--- src/stbs_pkg.sv ---
`timescale 1ns / 1ps
package stbs_pkg;

  // Table geometry
  localparam int TABLE_DEPTH = 1024;
  localparam int ADDR_W      = $clog2(TABLE_DEPTH);
  localparam int INDEX_W     = 10;
  localparam int COUNT_W     = 11;
  localparam int VALUE_W     = 32;

  // Packed stream widths
  localparam int IN_FIELDS_W = INDEX_W + 2 * VALUE_W;
  localparam int IN_TDATA_W  = ((IN_FIELDS_W + 7) / 8) * 8;
  localparam int OUT_TDATA_W = ((INDEX_W + 7) / 8) * 8;

  // Request kinds carried on in_tuser
  localparam logic MODE_WRITE  = 1'b0;
  localparam logic MODE_SEARCH = 1'b1;

  // Controller to datapath
  typedef struct packed {
    logic start;   // latch key, open the search range
    logic write;   // store one table entry
    logic probe;   // register the probe index, read the table
    logic narrow;  // shrink the range after a miss at the probe
    logic hit;     // mark the search as found
    logic emit;    // load the result into the output register
  } dp_cmd_t;

  // Datapath to controller
  typedef struct packed {
    logic empty;       // search range holds no entries
    logic key_eq;      // probed entry equals key
    logic out_free;    // output register can take a result
  } dp_sts_t;

endpackage

--- src/stbs_ctrl.sv ---
`timescale 1ns / 1ps
module stbs_ctrl (
  input  logic              clk,
  input  logic              rst_n,
  input  logic              in_tvalid,
  input  logic              in_mode,
  output logic              in_tready,
  input  stbs_pkg::dp_sts_t sts,
  output stbs_pkg::dp_cmd_t cmd
);
  import stbs_pkg::*;

  typedef enum logic [3:0] {
    ST_IDLE   = 4'b0001,
    ST_PROBE  = 4'b0010,
    ST_CMP    = 4'b0100,
    ST_FINISH = 4'b1000
  } state_t;

  state_t state_r, state_nxt;
  logic   accept;

  assign in_tready = (state_r == ST_IDLE);
  assign accept    = in_tvalid && in_tready;

  // Next state and datapath commands
  always_comb begin
    state_nxt = state_r;
    cmd       = '0;
    unique case (state_r)
      ST_IDLE: begin
        if (accept && in_mode == MODE_SEARCH) begin
          cmd.start = 1'b1;
          state_nxt = ST_PROBE;
        end else if (accept) begin
          cmd.write = 1'b1;
        end
      end
      ST_PROBE: begin
        if (sts.empty) begin
          state_nxt = ST_FINISH;
        end else begin
          cmd.probe = 1'b1;
          state_nxt = ST_CMP;
        end
      end
      ST_CMP: begin
        if (sts.key_eq) begin
          cmd.hit   = 1'b1;
          state_nxt = ST_FINISH;
        end else begin
          cmd.narrow = 1'b1;
          state_nxt  = ST_PROBE;
        end
      end
      ST_FINISH: begin
        if (sts.out_free) begin
          cmd.emit  = 1'b1;
          state_nxt = ST_IDLE;
        end
      end
      default: state_nxt = ST_IDLE;
    endcase
  end

  always_ff @(posedge clk) begin
    if (!rst_n) begin
      state_r <= ST_IDLE;
    end else begin
      state_r <= state_nxt;
    end
  end

endmodule

--- config.mk ---
export PLATFORM = sky130hd
export DESIGN_NAME = stbs_ctrl
export DESIGN_NICKNAME = d
export VERILOG_FILES = /design/src/stbs_pkg.sv /design/src/stbs_ctrl.sv
export SDC_FILE = /design/constraint.sdc
export NUM_CORES = 1
export LEC_CHECK = 0
export BUFFER_PORTS_ARGS = -buffer_cell sky130_fd_sc_hd__buf_2
export CORE_AREA = 2 2 39 41
export CTS_CLUSTER_DIAMETER = 150
export DETAILED_ROUTE_END_ITERATION = 10
export DIE_AREA = 0 0 41 43
export GPL_ROUTABILITY_DRIVEN = 0
export PLACE_DENSITY = 0.42
export SYNTH_ARGS = -nofsm -noshare
export SYNTH_HDL_FRONTEND = slang
export SYNTH_SLANG_ARGS = --single-unit
--- constraint.sdc ---
create_clock -name clk -period 1.2 [get_ports clk]
set_input_delay 0 -clock clk [delete_from_list [all_inputs] [get_ports clk]]
set_output_delay 0 -clock clk [all_outputs]
set_load 0.01 [all_outputs]
==> After elaboration in Yosys (flattened, before gate mapping) <==
Index checks and enable logic that the tools add are counted.
{ "op_classes": {"eq_ne": 6, "muxes": 16, "reduce_logical": 3} }
{ "op_table": {"columns": ["operator", "n"], "rows": [
  ["two-way mux 4 bit", 4],
  ["case mux 4 bit (4 select lines)", 1],
  ["two-way mux 1 bit", 9],
  ["equality test 4 x 1 -> 1 bit (second input constant)", 1],
  ["equality test 4 x 2 -> 1 bit (second input constant)", 1],
  ["equality test 4 x 3 -> 1 bit (second input constant)", 1],
  ["equality test 4 bit (second input constant)", 1],
  ["two-way mux 2 bit", 2],
  ["logical AND 1 bit", 2],
  ["!= test 2 x 1 -> 1 bit (second input constant)", 1],
  ["!= test 2 bit (second input constant)", 1],
  ["AND reduction 2 bit", 1]
]} }
{ "word_totals": {"reg_bits": 4, "inputBits": 7, "wordCells": 26} }

==> Longest topological paths before layout <==
Gate-level depths: netlist (run 1).
{ "logic_depth": {"ltp_word": 5, "depth_mapped": 4, "mapped_depth_nobuf": 3} }

==> Worst setup path before layout (run 1) <==
OpenSTA, ideal clock, no wires.
{ "synth_path": {"path_type": "register to register", "start": "register state_r[1]", "end": "register state_r[0]", "setup_time_ns": 0.123, "arrival_ns": 0.948, "slack_ns": 0.129, "path_stages_with_launch": 5, "path_buffers": 1, "cell_sequence": "dfxtp_1 > buf_6 > or3b_1 > a21oi_1 > a31oi_1"} }
{ "synth_via": {"elab_chain_len": 5, "elab_cells_between_ends": 10, "classes_between": "eq/ne: 6; mux: 1; reduce/logical: 3"} }
{ "synth_lines": {"columns": ["item", "line", "source"], "rows": [
  ["start, declared", "stbs_ctrl.sv:20", "state_t state_r, state_nxt;"],
  ["start signal, assigned", "stbs_ctrl.sv:70", "state_r <= state_nxt;"],
  ["equality test 4 x 1 -> 1 bit", "stbs_ctrl.sv:23, stbs_ctrl.sv:30", null],
  ["logical AND 1 bit", "stbs_ctrl.sv:24", "assign accept = in_tvalid && in_tready;"],
  ["logical AND 1 bit", "stbs_ctrl.sv:32", "if (accept && in_mode == MODE_SEARCH) begin"],
  ["!= test 2 x 1 -> 1 bit (no line)", null, null],
  ["AND reduction 2 bit (no line)", null, null]
]} }
Parallel ways exist; a longest one is shown, timed or not.
A chain may end at the register's enable or synchronous reset.

==> results of run 1 <==
synthesized netlist by cell type (all sizes together):
cell    n
mux2i   1
nand4b  1
a31oi   2
nor2    4
o21a    1
nand2b  3
and4bb  1
nor4    2
dfxtp   4
or3b    1
and3    1
a21oi   2
or3     1
nand2   3
nor4b   3
nor3    1
buf     2
critical path: cells and delay by family (launching register included):
family / cells / cell delay (ns)
AND/OR/NAND/NOR: 2 / 0.41
buffers and inverters: 2 / 0.23
flip-flops: 1 / 0.34
worst max-delay path by stage:
stage / cells after the start / slack (ns) / start / to
2_1_floorplan: 4 / 0.13 / state_r[1]$_SDFFE_PN0P_ / state_r[0]$_SDFFE_PN1P_
3_3_place_gp: 3 / 0.04 / state_r[1]$_SDFFE_PN0P_ / state_r[0]$_SDFFE_PN1P_
3_5_place_dp: 3 / 0.05 / state_r[1]$_SDFFE_PN0P_ / state_r[3]$_SDFFE_PN0P_
4_1_cts: 4 / -0.07 / state_r[3]$_SDFFE_PN0P_ / cmd[5]
5_1_grt: 5 / -0.1 / state_r[3]$_SDFFE_PN0P_ / cmd[4]
6_report: 4 / -0.02 / state_r[3]$_SDFFE_PN0P_ / cmd[5]
logic make-up after synthesis:
family | count (synthesis) | share of synthesized area
AO/OA/AOI/OAI | 5 | 0.102
buffers and inverters | 2 | 0.0638
flip-flops | 4 | 0.272
multiplexers | 1 | 0.0340
AND/OR/NAND/NOR | 21 | 0.528
timing repair:
item | 4_1_cts | 5_1_grt
pin swaps | 3 | 3
hold endpoints to repair | 2 | 0
resized for setup | 8 | 6
hold buffers | 2 | 0
buffers inserted | 2 | 4
endpoints found under the setup margin | 4 | 5
power by group:
| group | switching [mW] | internal, mW | total [mW] |
|---|---|---|---|
| sequential | 0.00672 | 0.132 | 0.139 |
| combinational | 0.0289 | 0.0436 | 0.0725 |
| clock | 0.0487 | 0.111 | 0.160 |
| total | 0.0843 | 0.287 | 0.371 |
routing by layer:
| layer | vias to the layer above | track usage | wire, µm |
|---|---|---|---|
| li1 | 175 | - | - |
| met1 | 139 | 0.0997 | 343 |
| met2 | 10 | 0.128 | 335 |
| met3 | 0 | 0.0471 | 41 |
| met4 | 0 | 0.0400 | 0 |
| met5 | - | 0 | 0 |
through the flow:
step / hold slack, ns / setup TNS [ns] / cell area (µm²) / power, mW
finish: 0.0820 / -0.0164 / 513 / 0.371
floorplan: 0.0475 / 0 / 294 / 0.178
CTS: 0.0720 / -0.115 / 457 / 0.374
global route: 0.0873 / -0.251 / 513 / 0.401
detailed placement: 0.206 / 0 / 375 / 0.203
global placement: 0.208 / 0 / 375 / 0.203
layout make-up:
type	count	area, µm²
clock buffer	3	22.5
fill	157	871
multi-input combinational	27	229
sequential	4	92.6
tap	16	20.0
timing repair buffer	23	149
==> results.ini, run 1 <==
[outcome]
status = finished, violations left
violations = negative setup slack

[synthesis]
syn_inst = 33
synth.distinct_cells = 21
synth_largest_area_cell = dfxtp_1
yosysSeqAreaShare = 0.272
yosys_warnings = 0
yosys.area.top_type_share = 0.272
synthesis.area_um2 = 294
ys_ff_latch = 4
synthTopCellsByArea = dfxtp_1 27%, nor4b_4 8.1%, nor2_1 5.1%, nor4b_2 5.1%, a31oi_1 4.3%
avgSynthCellArea_um2 = 8.91
synth_nets = 40

[sta]
fmax_ghz = 0.822
tightestPinTransition_ns = 0.228
fin_skew_ns = 0.000552
min_period_ns = 1.22
period_share = 1.01
finalSetupViolCount = 1
rsz0062_at_grt = yes
maxSlewHeadroom = 0.848
finalHoldViolCount = 0
drv_slew = 0
worst_slack_ns = -0.0164

[global_route]
grt_pass1_wl_mm = 1.03
grt.overflow.total = 0
first_global_vias = 262
antenna_found_initial = 0
track_usage = 0.0873
grt_max_degree = 11

[setup_path]
timing.rr.end = state_r[0]$_SDFFE_PN1P_
cp_slowest_cell = dfxtp_4
cp_slowest_stage_delay_ns = 0.34
path_cells = buf_6 > nor4b_4 > and3_1 > buf_2
worst-r2r-setup-slack_ns = 0.03
cp.arrival_ns = 1.22
cp.required_ns = 1.20
path_max_fanout = 3
endpoint_kind = output port
worst_setup_path_start_kind = flip-flop
path_class = reg2out
rr_startpoint = state_r[3]$_SDFFE_PN0P_
r2r_cells = 4

[finish]
final_core_util = 0.371
num-nets-final = 66
drive_above_1_share = 0.614
layout_commonest_cell = buf_2
syn_to_final_growth_pct = 74.5
largest_register = state_r
largest_reg_flops = 4
reg_top3 = state_r: 4 flops
n_antenna_cell = 0
mostFrequentLayoutCells = 13 x buf_2, 7 x buf_4
stdcell_count = 73

[clock_tree]
htreeDepth = 1
cts_buffers = 3
cts_tree = built
worstSkewPairLatency_ns = 0.23
clk_path_buf_depth = 2
cts_root_buf = clkbuf_4
clock_sinks = 4
clkTransAtPathRegs_ns = 0.04

[place]
place_ws_ns = 0.0487
dp_hpwl_um = 521
placedCellCount = 62
io_buffers = 13

[worst_hold_path]
worstHoldEndpoint = state_r[1]$_SDFFE_PN0P_
hp-class = in2reg
hold_path_depth = 3
hold_start = sts[1]

[die]
rows = 14
coreArea_um2 = 1380
start_util = 0.212
num_io_pins = 14
die_h_um = 43
die-area_um2 = 1760
dieWidth_um = 41

[run]
maxCapViolations = 0

[power_and_ir_drop]
p_leak_nw = 0.237
ir_drop_v = 0.000539
p_per_area_nw_per_um2 = 724

[route]
wl_per_cell_um = 9.88
wirelength_um = 721
dr.pass1.iters = 3
antenna_left = 0
vias = 324
drtIter0Drc = 5
vias_per_cell = 4.44
drc = 0

(Power assumes the default switching activity.)
==> run 2, diff against run 1 <==
Clock period 1.2 ns to 1.15 ns, I/O delays scaled along.
==> results.ini, run 2 (synthesis results as in run 1) <==
[sta]
tightestPinTransition_ns = 0.240
fin_skew_ns = 0.00511
rsz0062_at_grt = yes
drv_slew = 0
period_share = 1.07
fmax_ghz = 0.812
maxSlewHeadroom = 0.839
finalSetupViolCount = 6
worst_slack_ns = -0.0811
min_period_ns = 1.23
timing.hold.ws_ns = 0.0779
finalHoldViolCount = 0

[power_and_ir_drop]
power_uw = 412
p_leak_nw = 0.244
p_per_area_nw_per_um2 = 762
ir_drop_v = 0.000459

[finish]
final_core_util = 0.391
reg_top3 = state_r: 4 flops
design_area_um2 = 541
drive_above_1_share = 0.690
syn_to_final_growth_pct = 83.8
multiInputGateArea_um2 = 243
num-nets-final = 67
largest_reg_flops = 4
n_antenna_cell = 0
layout_commonest_cell = buf_2
nFillCells = 153
mostFrequentLayoutCells = 12 x buf_2, 8 x buf_4, 3 x nor2_1, 3 x clkbuf_4, 3 x dfxtp_4
ff_latch_area_um2 = 92.6
largest_register = state_r

[route]
vias = 348
vias_per_cell = 4.70
antenna_left = 0
wirelength_um = 823
drtIter0Drc = 2
dr.pass1.iters = 3
drc = 0
wl_per_cell_um = 11.1

[setup_path]
worst_setup_path_start_kind = flip-flop
path_cells = buf_6 > nor4b_4 > and3_1 > buf_2
startpoint = state_r[3]$_SDFFE_PN0P_
r2r_cells = 4
path_class = reg2out
cp_slowest_stage_delay_ns = 0.34
cp.arrival_ns = 1.23
path_max_fanout = 3
crit_path_end = cmd[5]
cp.required_ns = 1.15
worst-r2r-setup-slack_ns = -0.04
endpoint_kind = output port
timing.rr.end = state_r[0]$_SDFFE_PN1P_
rr_startpoint = state_r[1]$_SDFFE_PN0P_
cp_slowest_cell = dfxtp_4

[worst_hold_path]
hp-class = in2reg

[place]
place_ws_ns = 0.0404
place_area_um2 = 390
io_buffers = 13
dp_hpwl_um = 514

[global_route]
grt.met2_usage = 0.134
antenna_found_initial = 0
grt.overflow.total = 0
met1_usage = 0.129
use_met3 = 0.0785
track_usage = 0.104
grt_max_degree = 9
grt_pass1_wl_mm = 1.19
first_global_vias = 271
grt_busiest_layer = met2

[clock_tree]
htreeDepth = 1
cts_tree = built
cts_buffers = 3
cts_root_buf = clkbuf_4
clkTransAtPathRegs_ns = 0.04
worstSkewPairLatency_ns = 0.24
clock_sinks = 4
clk_path_buf_depth = 2

[die]
coreArea_um2 = 1380
num_io_pins = 14
dieWidth_um = 41
die-area_um2 = 1760
start_util = 0.212
die_h_um = 43
rows = 14

[run]
maxCapViolations = 0

[outcome]
status = finished, violations left
violations = negative setup slack

-- run 2: power by group --
group	leakage (nW)	switching (mW)	total [mW]	internal, mW
Sequential	0.0345	0.00581	0.143	0.138
Combinational	0.196	0.0360	0.0898	0.0538
Clock	0.0138	0.0617	0.179	0.117
Total	0.244	0.103	0.412	0.308
-- run 2: repair_timing --
item | 4_1_cts | 5_1_grt
pin swaps | 3 | 6
resized for setup | 13 | 6
setup endpoints to repair | 7 | 8
hold buffers | 2 | 0
buffers inserted | 2 | 3
hold endpoints to repair | 2 | 0
-- run 2: worst min path at each step --
stage            start                      end  slack [ns]  depth (start not counted)
2_1_floorplan  in_mode                   cmd[4]        0.05                          1
3_3_place_gp    sts[2]  state_r[2]$_SDFFE_PN0P_        0.21                          2
3_5_place_dp    sts[2]  state_r[2]$_SDFFE_PN0P_        0.21                          2
4_1_cts         sts[1]  state_r[1]$_SDFFE_PN0P_        0.06                          3
5_1_grt         sts[1]  state_r[1]$_SDFFE_PN0P_        0.09                          3
6_report        sts[1]  state_r[1]$_SDFFE_PN0P_        0.08                          3
-- run 2: critical path: cells and delay by family, from the launching register on --
family                 cells  cell delay (ns)
AND/OR/NAND/NOR            2             0.42
buffers and inverters      2             0.23
flip-flops                 1             0.34
-- run 2: area by class of cell --
type                            count  area share
Timing Repair Buffer               24       0.301
Clock buffer                        3      0.0417
Sequential cell                     4       0.171
Tap cell                           16      0.0370
Multi-Input combinational cell     27       0.449
-- run 2: through the flow --
step,cells,TNS (ns)
final,74,-0.243
after global routing,74,-0.746
after CTS,71,-0.302
after detailed placement,64,0
after global placement,64,0
after floorplan,33,0
-- run 2: layer usage --
layer / wire length (µm) / vias up
li1: - / 175
met1: 361 / 156
met2: 387 / 15
met3: 69 / 2
met4: 6 / 0
met5: 0 / -
==> run 3, diff against run 2 <==
Settings changed: ABC_AREA set to 1, PLACE_DENSITY 0.42 to 0.43.
==> results.ini, run 3 <==
[synthesis]
ys_top_cells_by_count = 10 x nand2_1, 8 x inv_1, 5 x nor2_1, 5 x nor2_2, 4 x dfxtp_1
yosys.cell_count.top_type = nand2_1
synthFlopType = dfxtp_1
yosys_warnings = 0
synthesis.area_um2 = 304
yosys.area.top_type_share = 0.263
ys_ff_latch = 4
synth.distinct_cells = 14
synth_nets = 54
synth_largest_area_cell = dfxtp_1
synthTopCellsByArea = dfxtp_1 26%, nand2_1 12%, nor2_2 10%, inv_1 9.9%, nand3_2 6.6%
synth_edf_count = 0
synthArstFlopShare = 0
yosysSeqAreaShare = 0.263
avgSynthCellArea_um2 = 6.47
syn_inst = 47

[global_route]
antenna_found_initial = 0
grt_max_degree = 6
grt_pass1_wl_um = 979
track_usage = 0.0843
grt.overflow.total = 0
first_global_vias = 263

[power_and_ir_drop]
ir_drop_v = 0.000787
p_per_area_nw_per_um2 = 2200
power_mw = 1.02
p_leak_nw = 0.272

[finish]
largest_reg_flops = 4
n_antenna_cell = 0
num-nets-final = 76
stdcell_count = 83
drive_above_1_share = 0.612
syn_to_final_growth_pct = 51.9
largest_register = state_r
reg_top3 = state_r: 4 flops
mostFrequentLayoutCells = 13 x buf_2, 9 x nand2_1, 6 x inv_1
layout_commonest_cell = buf_2

[setup_path]
path_max_fanout = 5
cp.arrival_ns = 1.11
cp.required_ns = 1.15
worst_setup_path_start_kind = flip-flop
endpoint_kind = output port
path_class = reg2out

[place]
io_buffers = 13
dp_hpwl_um = 544
placedCellCount = 76
place_ws_ns = 0.0823

[route]
drtIter0Drc = 2
wirelength_um = 664
antenna_left = 0
dr.pass1.iters = 4
wl_per_cell_um = 8.00
vias = 333
drc = 0
vias_per_cell = 4.01

[sta]
fmax_ghz = 0.899
min_period_ns = 1.11
finalSetupViolCount = 0
tns_ns = 0
timing.hold.ws_ns = 0.0464
maxSlewHeadroom = 0.884
finalHoldViolCount = 0
period_share = 0.967
drv_slew = 0
tightestPinTransition_ns = 0.174
worst_slack_ns = 0.0374
rsz0062_at_grt = yes
fin_skew_ns = 0.00235

[die]
rows = 14
coreArea_um2 = 1380
die-area_um2 = 1760
die_h_um = 43
start_util = 0.220
num_io_pins = 14
dieWidth_um = 41

[clock_tree]
cts_tree = built
worstSkewPairLatency_ns = 0.23
htreeDepth = 1
cts_buffers = 3
cts_root_buf = clkbuf_4
clkTransAtPathRegs_ns = 0.04
clock_sinks = 4
clk_path_buf_depth = 2

[outcome]
status = complete, no violations

[run]
maxCapViolations = 0

[worst_hold_path]
hp-class = in2reg

## run 3: repair_timing
action / in CTS / in global routing
hold endpoints to repair: 1 / 0
buffers inserted: 1 / 2
setup endpoints to repair: 1 / 6
hold buffers: 1 / 0
pin swaps: 2 / 3
resized for setup: 5 / 4
## run 3: metal layers
metal	share of wire	global-route usage	wire (µm)
met5	0	0	0
met2	0.46	0.122	307
met3	0.069	0.0628	46
met1	0.47	0.0965	311
met4	0	0.0200	0
## run 3: worst max-delay path: stages (launching register included)
cell     delay, ns
dfxtp_2       0.31
buf_4         0.13
nor2_4        0.14
nand3_1       0.13
inv_1         0.06
buf_2         0.12
## run 3: logic make-up (layout without fill, tap and decap cells)
| group | Yosys count | in the layout | share of synthesized area |
|---|---|---|---|
| AND/OR/NAND/NOR | 32 | 32 | 0.601 |
| flip-flops | 4 | 4 | 0.263 |
| buffers and inverters | 11 | 31 | 0.136 |
## run 3: final cells by class
type	count	area, µm²
well taps	16	20.0
clock buffers	3	22.5
fillers	160	922
multi-input cells	32	195
inverters	11	41.3
repair buffers	17	97.6
flip-flops and latches	4	85.1
## run 3: where the power goes
group | total [mW] | internal, mW | switching (mW) | leakage, nW
registers | 0.227 | 0.185 | 0.0423 | 0.0337
logic | 0.622 | 0.275 | 0.347 | 0.224
clock network | 0.168 | 0.116 | 0.0514 | 0.0138
total | 1.02 | 0.576 | 0.441 | 0.272
## run 3: per-stage QoR
step / instance area, µm² / utilization
after global routing: 462 / 0.334
after floorplan: 304 / -
after CTS: 434 / 0.314
after detailed placement: 389 / 0.281
final: 462 / 0.334
after global placement: 389 / 0.281
## run 3: path summary, 6_finish.rpt
path                                               from  slack (ns)  cells past startpoint                       to
worst min-delay path                             sts[2]        0.05                      4  state_r[2]$_SDFFE_PN0P_
worst min register to register  state_r[1]$_SDFFE_PN0P_        0.63                      4  state_r[2]$_SDFFE_PN0P_
worst max-delay path            state_r[0]$_SDFFE_PN1P_        0.04                      5                   cmd[1]
worst max register to register  state_r[2]$_SDFFE_PN0P_        0.07                      7  state_r[0]$_SDFFE_PN1P_
